### config.mk
export PLATFORM = sky130hd
export DESIGN_NAME = terminal_cell_escape_encoder
export DESIGN_NICKNAME = d
export VERILOG_FILES = /design/src/rtl/tce_pkg.sv /design/src/rtl/tce_front.sv /design/src/rtl/tce_queue.sv /design/src/rtl/tce_back.sv /design/src/rtl/terminal_cell_escape_encoder.sv
export SDC_FILE = /design/constraint.sdc
export NUM_CORES = 1
export LEC_CHECK = 0
export ABC_CLOCK_PERIOD_IN_PS = 20400
export BUFFER_PORTS_ARGS = -buffer_cell sky130_fd_sc_hd__buf_2
export CORE_MARGIN = 5
export CORE_UTILIZATION = 50
export DETAILED_ROUTE_END_ITERATION = 16
export HOLD_SLACK_MARGIN = 0.08
export PLACE_DENSITY = 0.7
export RECOVER_POWER = 100
export SLEW_MARGIN = 20
export SYNTH_ARGS = -nofsm -noshare
export SYNTH_HDL_FRONTEND = slang
export SYNTH_HIERARCHICAL = 1
export SYNTH_SLANG_ARGS = --single-unit
export TNS_END_PERCENT = 100
### constraint.sdc
create_clock -name i_clk -period 20.4 [get_ports i_clk]
set_clock_uncertainty 0.1 [all_clocks]
set_input_delay 1.02 -clock i_clk [delete_from_list [all_inputs] [get_ports i_clk]]
set_output_delay 1.02 -clock i_clk [all_outputs]
set_load 0.01 [all_outputs]
### src/rtl/tce_pkg.sv
// Shared types, constants and the decimal helper function of the escape encoder.
`timescale 1ns / 1ps
package tce_pkg;

    localparam int GRID_SIZE   = 1024;
    localparam int COL_W       = $clog2(2 * GRID_SIZE);
    localparam int POS_W       = 10;
    localparam int DEC_W       = 11;
    localparam int COLOR_W     = 25;
    localparam int IN_TDATA_W  = 112;
    localparam int CFG_ADDR_W  = 1;
    localparam int CFG_DATA_W  = 10;
    localparam int QUEUE_DEPTH = 2;
    localparam int SLOT_W      = 6;

    localparam logic [CFG_ADDR_W-1:0] REG_AREA_LEFT = 1'b0;
    localparam logic [CFG_ADDR_W-1:0] REG_AREA_TOP  = 1'b1;

    localparam logic [SLOT_W-1:0] SL_SGR    = 6'd12;
    localparam logic [SLOT_W-1:0] SL_FG     = 6'd24;
    localparam logic [SLOT_W-1:0] SL_BG     = 6'd41;
    localparam logic [SLOT_W-1:0] SL_GLY    = 6'd58;
    localparam logic [SLOT_W-1:0] SLOT_LAST = 6'd61;

    localparam logic [7:0] CH_ESC   = 8'h1B;
    localparam logic [7:0] CH_LBR   = 8'h5B;
    localparam logic [7:0] CH_SEMI  = 8'h3B;
    localparam logic [7:0] CH_M     = 8'h6D;
    localparam logic [7:0] CH_H     = 8'h48;
    localparam logic [7:0] CH_SPACE = 8'h20;
    localparam logic [7:0] CH_DEL   = 8'h7F;

    typedef struct packed {
        logic        cup;
        logic [15:0] row_d;
        logic [15:0] col_d;
        logic        sty_chg;
        logic [3:0]  style;
        logic        fg_en;
        logic        fg_set;
        logic [35:0] fg_d;
        logic        bg_en;
        logic        bg_set;
        logic [35:0] bg_d;
        logic [31:0] gly;
        logic [1:0]  gly_n;
    } t_job;

    // Four decimal digits of a value below 2048, thousands digit on top.
    function automatic logic [15:0] to_dec(input logic [DEC_W-1:0] v);
        logic [DEC_W-1:0] r;
        logic [3:0]       d3;
        logic [3:0]       d2;
        logic [3:0]       d1;
        r  = v;
        d3 = 4'd0;
        d2 = 4'd0;
        d1 = 4'd0;
        if (r >= 11'd2000) begin
            d3 = 4'd2;
            r  = r - 11'd2000;
        end else if (r >= 11'd1000) begin
            d3 = 4'd1;
            r  = r - 11'd1000;
        end
        for (int i = 1; i <= 9; i++) begin
            if (r >= 11'(i * 100)) d2 = 4'(i);
        end
        r = r - (11'(d2) * 11'd100);
        for (int i = 1; i <= 9; i++) begin
            if (r >= 11'(i * 10)) d1 = 4'(i);
        end
        r = r - (11'(d1) * 11'd10);
        return {d3, d2, d1, r[3:0]};
    endfunction

endpackage

### src/rtl/tce_front.sv
// Front part: takes cell beats, tracks cursor and attributes, builds jobs.
`timescale 1ns / 1ps
module tce_front
    import tce_pkg::*;
(
    input  logic                  i_clk,
    input  logic                  i_rst_n,
    input  logic                  i_cfg_we,
    input  logic [CFG_ADDR_W-1:0] i_cfg_addr,
    input  logic [CFG_DATA_W-1:0] i_cfg_data,
    input  logic                  i_valid,
    output logic                  o_ready,
    input  logic [IN_TDATA_W-1:0] i_tdata,
    input  logic                  i_tuser,
    input  logic                  i_full,
    output logic                  o_push,
    output t_job                  o_job
);

    logic [POS_W-1:0]   r_area_left;
    logic [POS_W-1:0]   r_area_top;
    logic               r_pos_valid;
    logic [COL_W-1:0]   r_next_col;
    logic [POS_W-1:0]   r_last_row;
    logic [3:0]         r_last_style;
    logic [COLOR_W-1:0] r_last_fg;
    logic [COLOR_W-1:0] r_last_bg;

    logic [POS_W-1:0]   col;
    logic [POS_W-1:0]   row;
    logic [3:0]         style;
    logic [COLOR_W-1:0] fg;
    logic [COLOR_W-1:0] bg;
    logic [31:0]        gly;
    logic [2:0]         rw;
    logic               pv;
    logic [3:0]         ls;
    logic [COLOR_W-1:0] lf;
    logic [COLOR_W-1:0] lb;
    logic               blank;
    logic [COL_W-1:0]   n_next_col;
    logic [15:0]        fr;
    logic [15:0]        fgr;
    logic [15:0]        fb;
    logic [15:0]        br;
    logic [15:0]        bgr;
    logic [15:0]        bb;

    assign col   = i_tdata[9:0];
    assign row   = i_tdata[19:10];
    assign style = i_tdata[23:20];
    assign fg    = i_tdata[48:24];
    assign bg    = i_tdata[73:49];
    assign gly   = i_tdata[105:74];
    assign rw    = i_tdata[108:106];

    assign o_ready = !i_full;
    assign o_push  = i_valid && !i_full;

    always_comb begin
        pv    = r_pos_valid && !i_tuser;
        ls    = i_tuser ? 4'd0 : r_last_style;
        lf    = (i_tuser || style != ls) ? '0 : r_last_fg;
        lb    = (i_tuser || style != ls) ? '0 : r_last_bg;
        blank = (gly[7:0] <= CH_SPACE) || (gly[7:0] == CH_DEL);
        fr    = to_dec({3'b000, fg[23:16]});
        fgr   = to_dec({3'b000, fg[15:8]});
        fb    = to_dec({3'b000, fg[7:0]});
        br    = to_dec({3'b000, bg[23:16]});
        bgr   = to_dec({3'b000, bg[15:8]});
        bb    = to_dec({3'b000, bg[7:0]});
        n_next_col = COL_W'({1'b0, col}) + COL_W'((rw == 3'd0) ? 3'd1 : rw);

        o_job.cup     = !pv || (COL_W'(col) != r_next_col) || (row != r_last_row);
        o_job.row_d   = to_dec(DEC_W'(r_area_top) + DEC_W'(row) + 11'd1);
        o_job.col_d   = to_dec(DEC_W'(r_area_left) + DEC_W'(col) + 11'd1);
        o_job.sty_chg = style != ls;
        o_job.style   = style;
        o_job.fg_en   = fg != lf;
        o_job.fg_set  = fg[24];
        o_job.fg_d    = {fr[11:0], fgr[11:0], fb[11:0]};
        o_job.bg_en   = bg != lb;
        o_job.bg_set  = bg[24];
        o_job.bg_d    = {br[11:0], bgr[11:0], bb[11:0]};
        if (blank) begin
            o_job.gly   = {24'd0, CH_SPACE};
            o_job.gly_n = 2'd0;
        end else begin
            o_job.gly   = gly;
            if (gly[15:8] == 8'd0) begin
                o_job.gly_n = 2'd0;
            end else if (gly[23:16] == 8'd0) begin
                o_job.gly_n = 2'd1;
            end else if (gly[31:24] == 8'd0) begin
                o_job.gly_n = 2'd2;
            end else begin
                o_job.gly_n = 2'd3;
            end
        end
    end

    always_ff @(posedge i_clk) begin
        if (!i_rst_n) begin
            r_area_left  <= '0;
            r_area_top   <= '0;
            r_pos_valid  <= 1'b0;
            r_next_col   <= '0;
            r_last_row   <= '0;
            r_last_style <= '0;
            r_last_fg    <= '0;
            r_last_bg    <= '0;
        end else begin
            if (i_cfg_we) begin
                unique case (i_cfg_addr)
                    REG_AREA_LEFT: r_area_left <= i_cfg_data;
                    REG_AREA_TOP:  r_area_top  <= i_cfg_data;
                    default: ;
                endcase
            end
            if (o_push) begin
                r_pos_valid  <= 1'b1;
                r_next_col   <= n_next_col;
                r_last_row   <= row;
                r_last_style <= style;
                r_last_fg    <= fg;
                r_last_bg    <= bg;
            end
        end
    end

endmodule

### src/rtl/tce_queue.sv
// Two-entry job queue between the front and back parts.
`timescale 1ns / 1ps
module tce_queue
    import tce_pkg::*;
(
    input  logic i_clk,
    input  logic i_rst_n,
    input  logic i_push,
    input  t_job i_job,
    input  logic i_pop,
    output t_job o_job,
    output logic o_full,
    output logic o_empty
);

    localparam int PTR_W = $clog2(QUEUE_DEPTH);

    t_job                     r_mem [QUEUE_DEPTH];
    logic [PTR_W-1:0]         r_wr_ptr;
    logic [PTR_W-1:0]         r_rd_ptr;
    logic [$clog2(QUEUE_DEPTH+1)-1:0] r_count;

    assign o_full  = r_count == ($bits(r_count))'(QUEUE_DEPTH);
    assign o_empty = r_count == '0;
    assign o_job   = r_mem[r_rd_ptr];

    always_ff @(posedge i_clk) begin
        if (i_push) r_mem[r_wr_ptr] <= i_job;
    end

    always_ff @(posedge i_clk) begin
        if (!i_rst_n) begin
            r_wr_ptr <= '0;
            r_rd_ptr <= '0;
            r_count  <= '0;
        end else begin
            if (i_push) r_wr_ptr <= r_wr_ptr + 1'b1;
            if (i_pop)  r_rd_ptr <= r_rd_ptr + 1'b1;
            if (i_push && !i_pop) begin
                r_count <= r_count + 1'b1;
            end else if (i_pop && !i_push) begin
                r_count <= r_count - 1'b1;
            end
        end
    end

endmodule

### src/rtl/tce_back.sv
// Back part: walks the byte slots of one job and drives the output register.
`timescale 1ns / 1ps
module tce_back
    import tce_pkg::*;
(
    input  logic       i_clk,
    input  logic       i_rst_n,
    input  logic       i_empty,
    input  t_job       i_job,
    output logic       o_pop,
    output logic       o_tvalid,
    input  logic       i_tready,
    output logic [7:0] o_tdata,
    output logic       o_tlast
);

    logic              r_busy;
    logic [SLOT_W-1:0] r_slot;
    t_job              r_job;
    logic              r_valid;
    logic [7:0]        r_data;
    logic              r_last;

    logic              adv;
    logic              en;
    logic [7:0]        ch;
    logic              last;
    logic [SLOT_W-1:0] k;
    logic [8:0]        cs;
    logic              sgr_any;
    logic              sty_end;

    function automatic logic [8:0] digit(input logic [11:0] d, input logic [1:0] p,
                                         input logic on);
        logic [8:0] res;
        res = '0;
        unique case (p)
            2'd0:    res = {on && d[11:8] != 4'd0, 4'h3, d[11:8]};
            2'd1:    res = {on && d[11:4] != 8'd0, 4'h3, d[7:4]};
            default: res = {on, 4'h3, d[3:0]};
        endcase
        return res;
    endfunction

    function automatic logic [8:0] color_slot(input logic [4:0] s, input logic [7:0] lead,
                                              input logic seg, input logic set,
                                              input logic [35:0] d, input logic term);
        logic [8:0] res;
        logic       on;
        on  = seg && set;
        res = '0;
        unique case (s)
            5'd0:  res = {seg, lead};
            5'd1:  res = {seg, set ? 8'h38 : 8'h39};
            5'd2:  res = {seg, (!set && term) ? CH_M : CH_SEMI};
            5'd3:  res = {on, 8'h32};
            5'd4, 5'd8, 5'd12: res = {on, CH_SEMI};
            5'd5:  res = digit(d[35:24], 2'd0, on);
            5'd6:  res = digit(d[35:24], 2'd1, on);
            5'd7:  res = digit(d[35:24], 2'd2, on);
            5'd9:  res = digit(d[23:12], 2'd0, on);
            5'd10: res = digit(d[23:12], 2'd1, on);
            5'd11: res = digit(d[23:12], 2'd2, on);
            5'd13: res = digit(d[11:0], 2'd0, on);
            5'd14: res = digit(d[11:0], 2'd1, on);
            5'd15: res = digit(d[11:0], 2'd2, on);
            5'd16: res = {on, term ? CH_M : CH_SEMI};
            default: res = '0;
        endcase
        return res;
    endfunction

    always_comb begin
        en      = 1'b0;
        ch      = 8'd0;
        last    = 1'b0;
        k       = '0;
        cs      = '0;
        sgr_any = r_job.sty_chg || r_job.fg_en || r_job.bg_en;
        sty_end = r_job.sty_chg && !r_job.fg_en && !r_job.bg_en;
        if (r_slot < SL_SGR) begin
            k = r_slot;
            unique case (k[3:0])
                4'd0:  cs = {r_job.cup, CH_ESC};
                4'd1:  cs = {r_job.cup, CH_LBR};
                4'd2:  cs = {r_job.cup && r_job.row_d[15:12] != 4'd0, 4'h3, r_job.row_d[15:12]};
                4'd3:  cs = {r_job.cup && r_job.row_d[15:8] != 8'd0, 4'h3, r_job.row_d[11:8]};
                4'd4:  cs = {r_job.cup && r_job.row_d[15:4] != 12'd0, 4'h3, r_job.row_d[7:4]};
                4'd5:  cs = {r_job.cup, 4'h3, r_job.row_d[3:0]};
                4'd6:  cs = {r_job.cup, CH_SEMI};
                4'd7:  cs = {r_job.cup && r_job.col_d[15:12] != 4'd0, 4'h3, r_job.col_d[15:12]};
                4'd8:  cs = {r_job.cup && r_job.col_d[15:8] != 8'd0, 4'h3, r_job.col_d[11:8]};
                4'd9:  cs = {r_job.cup && r_job.col_d[15:4] != 12'd0, 4'h3, r_job.col_d[7:4]};
                4'd10: cs = {r_job.cup, 4'h3, r_job.col_d[3:0]};
                4'd11: cs = {r_job.cup, CH_H};
                default: cs = '0;
            endcase
        end else if (r_slot < SL_FG) begin
            k = r_slot - SL_SGR;
            unique case (k[3:0])
                4'd0:  cs = {sgr_any, CH_ESC};
                4'd1:  cs = {sgr_any, CH_LBR};
                4'd2:  cs = {r_job.sty_chg, 8'h30};
                4'd3:  cs = {r_job.sty_chg,
                             (sty_end && r_job.style == 4'd0) ? CH_M : CH_SEMI};
                4'd4:  cs = {r_job.sty_chg && r_job.style[0], 8'h31};
                4'd5:  cs = {r_job.sty_chg && r_job.style[0],
                             (sty_end && r_job.style[3:1] == 3'd0) ? CH_M : CH_SEMI};
                4'd6:  cs = {r_job.sty_chg && r_job.style[1], 8'h33};
                4'd7:  cs = {r_job.sty_chg && r_job.style[1],
                             (sty_end && r_job.style[3:2] == 2'd0) ? CH_M : CH_SEMI};
                4'd8:  cs = {r_job.sty_chg && r_job.style[2], 8'h34};
                4'd9:  cs = {r_job.sty_chg && r_job.style[2],
                             (sty_end && !r_job.style[3]) ? CH_M : CH_SEMI};
                4'd10: cs = {r_job.sty_chg && r_job.style[3], 8'h39};
                4'd11: cs = {r_job.sty_chg && r_job.style[3], sty_end ? CH_M : CH_SEMI};
                default: cs = '0;
            endcase
        end else if (r_slot < SL_BG) begin
            k  = r_slot - SL_FG;
            cs = color_slot(k[4:0], 8'h33, r_job.fg_en, r_job.fg_set, r_job.fg_d,
                            !r_job.bg_en);
        end else if (r_slot < SL_GLY) begin
            k  = r_slot - SL_BG;
            cs = color_slot(k[4:0], 8'h34, r_job.bg_en, r_job.bg_set, r_job.bg_d, 1'b1);
        end else begin
            k    = r_slot - SL_GLY;
            cs   = {k[1:0] <= r_job.gly_n, r_job.gly[8*k[1:0] +: 8]};
            last = k[1:0] == r_job.gly_n;
        end
        en = cs[8];
        ch = cs[7:0];
    end

    assign adv      = !r_valid || i_tready;
    assign o_pop    = !r_busy && !i_empty;
    assign o_tvalid = r_valid;
    assign o_tdata  = r_data;
    assign o_tlast  = r_last;

    always_ff @(posedge i_clk) begin
        if (!i_rst_n) begin
            r_busy  <= 1'b0;
            r_slot  <= '0;
            r_valid <= 1'b0;
        end else begin
            if (o_pop) begin
                r_busy <= 1'b1;
                r_slot <= '0;
            end
            if (adv) begin
                r_valid <= r_busy && en;
                if (r_busy) begin
                    r_slot <= r_slot + 1'b1;
                    if (r_slot == SLOT_LAST) r_busy <= 1'b0;
                end
            end
        end
        if (o_pop) r_job <= i_job;
        if (adv) begin
            r_data <= ch;
            r_last <= last;
        end
    end

endmodule

### src/rtl/terminal_cell_escape_encoder.sv
// Top level of the terminal cell escape encoder.
//
// Cells enter on the s channel: tdata holds column, row, style, fg_color,
// bg_rgb, glyph and render_width, tuser holds frame_start. Each cell
// produces 1 to 62 bytes on the m channel, with tlast on the final byte.
// The area_left and area_top registers are written through the plain write
// port and should change only while the block is idle.
// The front part updates cursor and attribute tracking as a beat is taken
// and places a job in a two-entry queue. The back part walks 62 fixed byte
// slots per job, one slot per cycle, so a cell holds the back part for the
// whole walk however many bytes it yields; the slot walk sets the rate. A
// cursor-move cell shows its first byte after the queue, the job and output
// registers; a glyph-only cell shows it after all earlier slots. A receiver
// stall freezes the slot walk; input beats are still taken until the queue
// is full. Reset is synchronous and active low, clears tracking, the
// registers and the queue, and leaves the block ready for input.
`timescale 1ns / 1ps
module terminal_cell_escape_encoder
    import tce_pkg::*;
(
    input  logic                  i_clk,
    input  logic                  i_rst_n,
    input  logic                  i_cfg_we,
    input  logic [CFG_ADDR_W-1:0] i_cfg_addr,
    input  logic [CFG_DATA_W-1:0] i_cfg_data,
    input  logic                  i_s_tvalid,
    output logic                  o_s_tready,
    // column, row, style, fg_color, bg_rgb, glyph, render_width, zero pad
    input  logic [IN_TDATA_W-1:0] i_s_tdata,
    // frame_start
    input  logic                  i_s_tuser,
    output logic                  o_m_tvalid,
    input  logic                  i_m_tready,
    // out_byte
    output logic [7:0]            o_m_tdata,
    output logic                  o_m_tlast
);

    t_job push_job;
    t_job pop_job;
    logic push;
    logic pop;
    logic full;
    logic empty;

    tce_front u_front (
        .i_clk      (i_clk),
        .i_rst_n    (i_rst_n),
        .i_cfg_we   (i_cfg_we),
        .i_cfg_addr (i_cfg_addr),
        .i_cfg_data (i_cfg_data),
        .i_valid    (i_s_tvalid),
        .o_ready    (o_s_tready),
        .i_tdata    (i_s_tdata),
        .i_tuser    (i_s_tuser),
        .i_full     (full),
        .o_push     (push),
        .o_job      (push_job)
    );

    tce_queue u_queue (
        .i_clk   (i_clk),
        .i_rst_n (i_rst_n),
        .i_push  (push),
        .i_job   (push_job),
        .i_pop   (pop),
        .o_job   (pop_job),
        .o_full  (full),
        .o_empty (empty)
    );

    tce_back u_back (
        .i_clk    (i_clk),
        .i_rst_n  (i_rst_n),
        .i_empty  (empty),
        .i_job    (pop_job),
        .o_pop    (pop),
        .o_tvalid (o_m_tvalid),
        .i_tready (i_m_tready),
        .o_tdata  (o_m_tdata),
        .o_tlast  (o_m_tlast)
    );

endmodule

==> reports/results.ini <==
[synth]
synth-simple-area-share_pct=14.0
synth_top_family_by_area=compound AO/OA/AOI/OAI gates
synth-edff-count=453
synthMuxAreaShare_pct=6.66
synth_xor_area_share_pct=3.59
syn_inst=2902
synth-adder-area-share_pct=5.95
synth_area_um2=31600
ys_seq_elements=562
yosys_warnings=6
synth-compound-area-share_pct=15.5
syn_area_per_cell_um2=10.9
postSynth.asyncResetShare_pct=0
yosysSeqAreaShare_pct=49.9
synth_cell_types=110
synth-main-ff-cell=edfxtp_1

[drt]
detail_route.wl_per_cell_um=19.5
dr_total_vias=23000
final_antenna_net_count=0
dr_wl_met3_mm=4.66
drt-total-wl_mm=75.2
routed-wl-met2_mm=35.3
post-route-drc-count=0
drtIter0Drc=1765
detail_route.first_pass.iterations=9
m1WireLength_mm=33.6
top_layer=met4
via_per_inst=5.94

[die]
start_util_pct=50.3
fp-row-count=92
dieArea_um2=68300
coreArea_um2=62900
die_h_um=261
die_w_um=261
io_pins=140

[power]
vdd_drop_max_mv=0.0843
p_leak_uw=0.0122
p_per_area_nw_per_um2=127

[cts]
ctsResizeCount=0
cts_sinks=562
htreeDepth=2
cts.hold.buffers_added=0
cts_made_buffers=58
clk_pin_slew_ps=60
clk_latency_ps=610
cts_max_path_buffers=3
cts_tree=built
root_buffer=clkbuf_16
postCtsSetupRepairBufs=0

[timing]
setup_violations=0
rsz0062_at_grt=no
finalSetupTns_ps=0
fin_hold_ws_ps=384
fmax_ghz=0.0911
tightest_slew_ps=4380
period_needed_ps=10980
relSlewSlack_pct=-192
final_max_slew_viol_count=953
finalCritPeriodShare_pct=53.8
hold_viol_final=0

[grt]
grt_pass1_wl_mm=119
antenna_found_initial=0
overflow=0
grt_pass1_vias=22400
grt_max_degree=110
grt_usage_pct=21.3

[placement]
dp.cells=3756
port_buffers=136
dp_hpwl_mm=52.3
gp_congestion=0.900

[final_layout]
finalNonFillerCells=3865
syn2layout_area_growth_pct=8.96
drive_above_1_share_pct=12.9
nNetsFinal=3235
num-fill-cells=5431

[critical_path]
cp.required_ps=20640
r2r_cells=35
cpMostUsedCell=ha_1
critical_path.max_fanout=9
cp-start-kind=input port
path_class=in2reg
slowest_stage=o31ai_1
worstPathArrival_ps=11220
cpPeakStageDelay_ps=810
end_kind=flop

[outcome]
violations=capacitance limit, slew limit
status=finished with violations

[min_path]
whs_path_depth=2
hp-class=reg2reg

[flow_run]
cap_violations=14

==> placed cells by master, fill, tap and decap left out, types with 18 or more instances in the layout <==
| cell | instances |
|---|---|
| o21ai_0 | 116 |
| edfxtp_1 | 453 |
| a21boi_0 | 97 |
| nor2b_1 | 33 |
| mux2_2 | 123 |
| fa_1 | 21 |
| a31oi_1 | 42 |
| and2_0 | 36 |
| nor2_1 | 149 |
| xor2_1 | 44 |
| o211ai_1 | 23 |
| ha_1 | 115 |
| mux2_1 | 32 |
| xnor2_1 | 82 |
| dfxtp_1 | 109 |
| clkbuf_1 | 58 |
| a21o_1 | 28 |
| o21a_1 | 24 |
| inv_1 | 128 |
| nand3_1 | 48 |
| nor4_1 | 27 |
| o32ai_1 | 27 |
| nand2b_1 | 21 |
| buf_2 | 102 |
| or4_1 | 19 |
| mux2i_1 | 18 |
| nand2_1 | 346 |
| a211oi_1 | 24 |
| clkbuf_16 | 58 |
| or3_1 | 24 |
| a21oi_1 | 116 |
| nand4_1 | 34 |
| nor3_1 | 65 |
==> report_power, final <==
group          total, uW  switching, uW  internal [uW]
Combinational       1580            963            622
Sequential          1740            112           1630
Clock               1040            443            595
Total               4360           1520           2850
==> per-stage QoR <==
| stage | util [%] | area (um^2) | total power [uW] | worst slack, ps |
|---|---|---|---|---|
| after floorplan | - | 31700 | 2940 | 11030 |
| after global placement | 52.1 | 32700 | 3230 | 9900 |
| after detailed placement | 52.1 | 32700 | 3300 | 9690 |
| after CTS | 55.1 | 34600 | 4360 | 10340 |
| after global routing | 54.8 | 34400 | 4630 | 8530 |
| final | 54.8 | 34400 | 4360 | 9420 |
==> worst max-delay path: cells and delay by family <==
| kind | cells | cell delay (ps) |
|---|---|---|
| compound gates | 7 | 2900 |
| xor+xnor | 4 | 1220 |
| fa+ha+maj | 9 | 2900 |
| buf+inv | 6 | 800 |
| simple gates | 10 | 2370 |
==> final timing paths <==
kind	startpoint	to	slack (ps)
min	u_front/r_last_row[1]$_SDFFE_PN0P_	u_front/r_last_row[1]$_SDFFE_PN0P_	380
max reg2reg	u_front/r_area_top[0]$_SDFFE_PN0P_	u_queue/r_mem[0][134]$_DFFE_PP_	9640
max	i_s_tdata[10]	u_queue/r_mem[0][134]$_DFFE_PP_	9420
min reg2reg	u_front/r_last_row[1]$_SDFFE_PN0P_	u_front/r_last_row[1]$_SDFFE_PN0P_	380
==> flip-flops by register name, indices dropped and copies added (netlist names), named ones only <==
| signal | count |
|---|---|
| u_back/r_slot | 6 |
| u_back/o_tdata | 8 |
| u_queue/r_mem | 296 |
| u_queue/r_count | 2 |
| u_front/r_area_left | 10 |
| u_front/r_next_col | 11 |
| u_front/r_last_style | 4 |
| u_queue/r_wr_ptr | 1 |
| u_front/r_last_fg | 25 |
| u_back/o_tvalid | 1 |
| u_front/r_pos_valid | 1 |
| u_front/r_last_bg | 25 |
| u_front/r_area_top | 10 |
| u_back/o_tlast | 1 |
| u_back/r_busy | 1 |
| u_queue/r_rd_ptr | 1 |
| u_back/r_job | 148 |
| u_front/r_last_row | 10 |
==> layout make-up <==
| type | instances | area [um^2] | share of cell area (%) |
|---|---|---|---|
| antenna | 1 | 2.50 | 0.00727 |
| clock buffer | 72 | 1510 | 4.40 |
| clock inverter | 36 | 363 | 1.05 |
| inverter | 133 | 500 | 1.45 |
| multi-input combinational | 2058 | 14500 | 42.0 |
| sequential | 562 | 15800 | 45.8 |
| tap | 846 | 1060 | 3.07 |
| timing repair buffer | 157 | 754 | 2.19 |
==> Yosys cell counts (all sizes together) (11+ instances only) <==
cell    number  area share [%]
a221oi      12            0.33
nand2b      21            0.44
buf         71             1.6
mux2       155             5.5
dfxtp      109             6.9
o31a        11            0.30
xor2        45             1.3
a21oi      117             1.9
inv        132             1.6
a22o        13            0.36
nor2b       33            0.65
nor3        68             1.1
o21a        25            0.62
o21ai      123             2.0
nor2       152             1.8
xnor2       83             2.3
nand4       35            0.71
and2        53             1.1
a21boi      98             2.3
a31oi       42            0.88
fa          21             1.3
and3        16            0.33
nor4        29            0.64
nand3       48            0.76
o211ai      23            0.55
ha         115             4.6
or4         20            0.50
a211oi      25            0.64
clkbuf      93             1.1
mux2i       18            0.57
o32ai       27            0.75
a21o        28            0.67
or3         26            0.55
nand2      347             4.1
a22oi       13            0.32
or2         21            0.42
edfxtp     453              43
==> cells by family (layout without fill, tap and decap cells) <==
| logic type | after synthesis | in the layout |
|---|---|---|
| AND/OR/NAND/NOR | 902 | 902 |
| AO/OA/AOI/OAI | 693 | 693 |
| flip-flops | 562 | 562 |
| buffers and inverters | 297 | 398 |
| multiplexers | 181 | 181 |
| adder cells (fa/ha/maj) | 138 | 138 |
| XOR/XNOR | 128 | 128 |
| other | 1 | 17 |
==> metal layers <==
metal | up-vias | track usage [%]
li1 | 10900 | -
met4 | 0 | 5.37
met5 | - | 0
met3 | 118 | 3.13
met1 | 11100 | 30.0
met2 | 797 | 35.0
No activity file was read; power rests on OpenSTA's default activity.
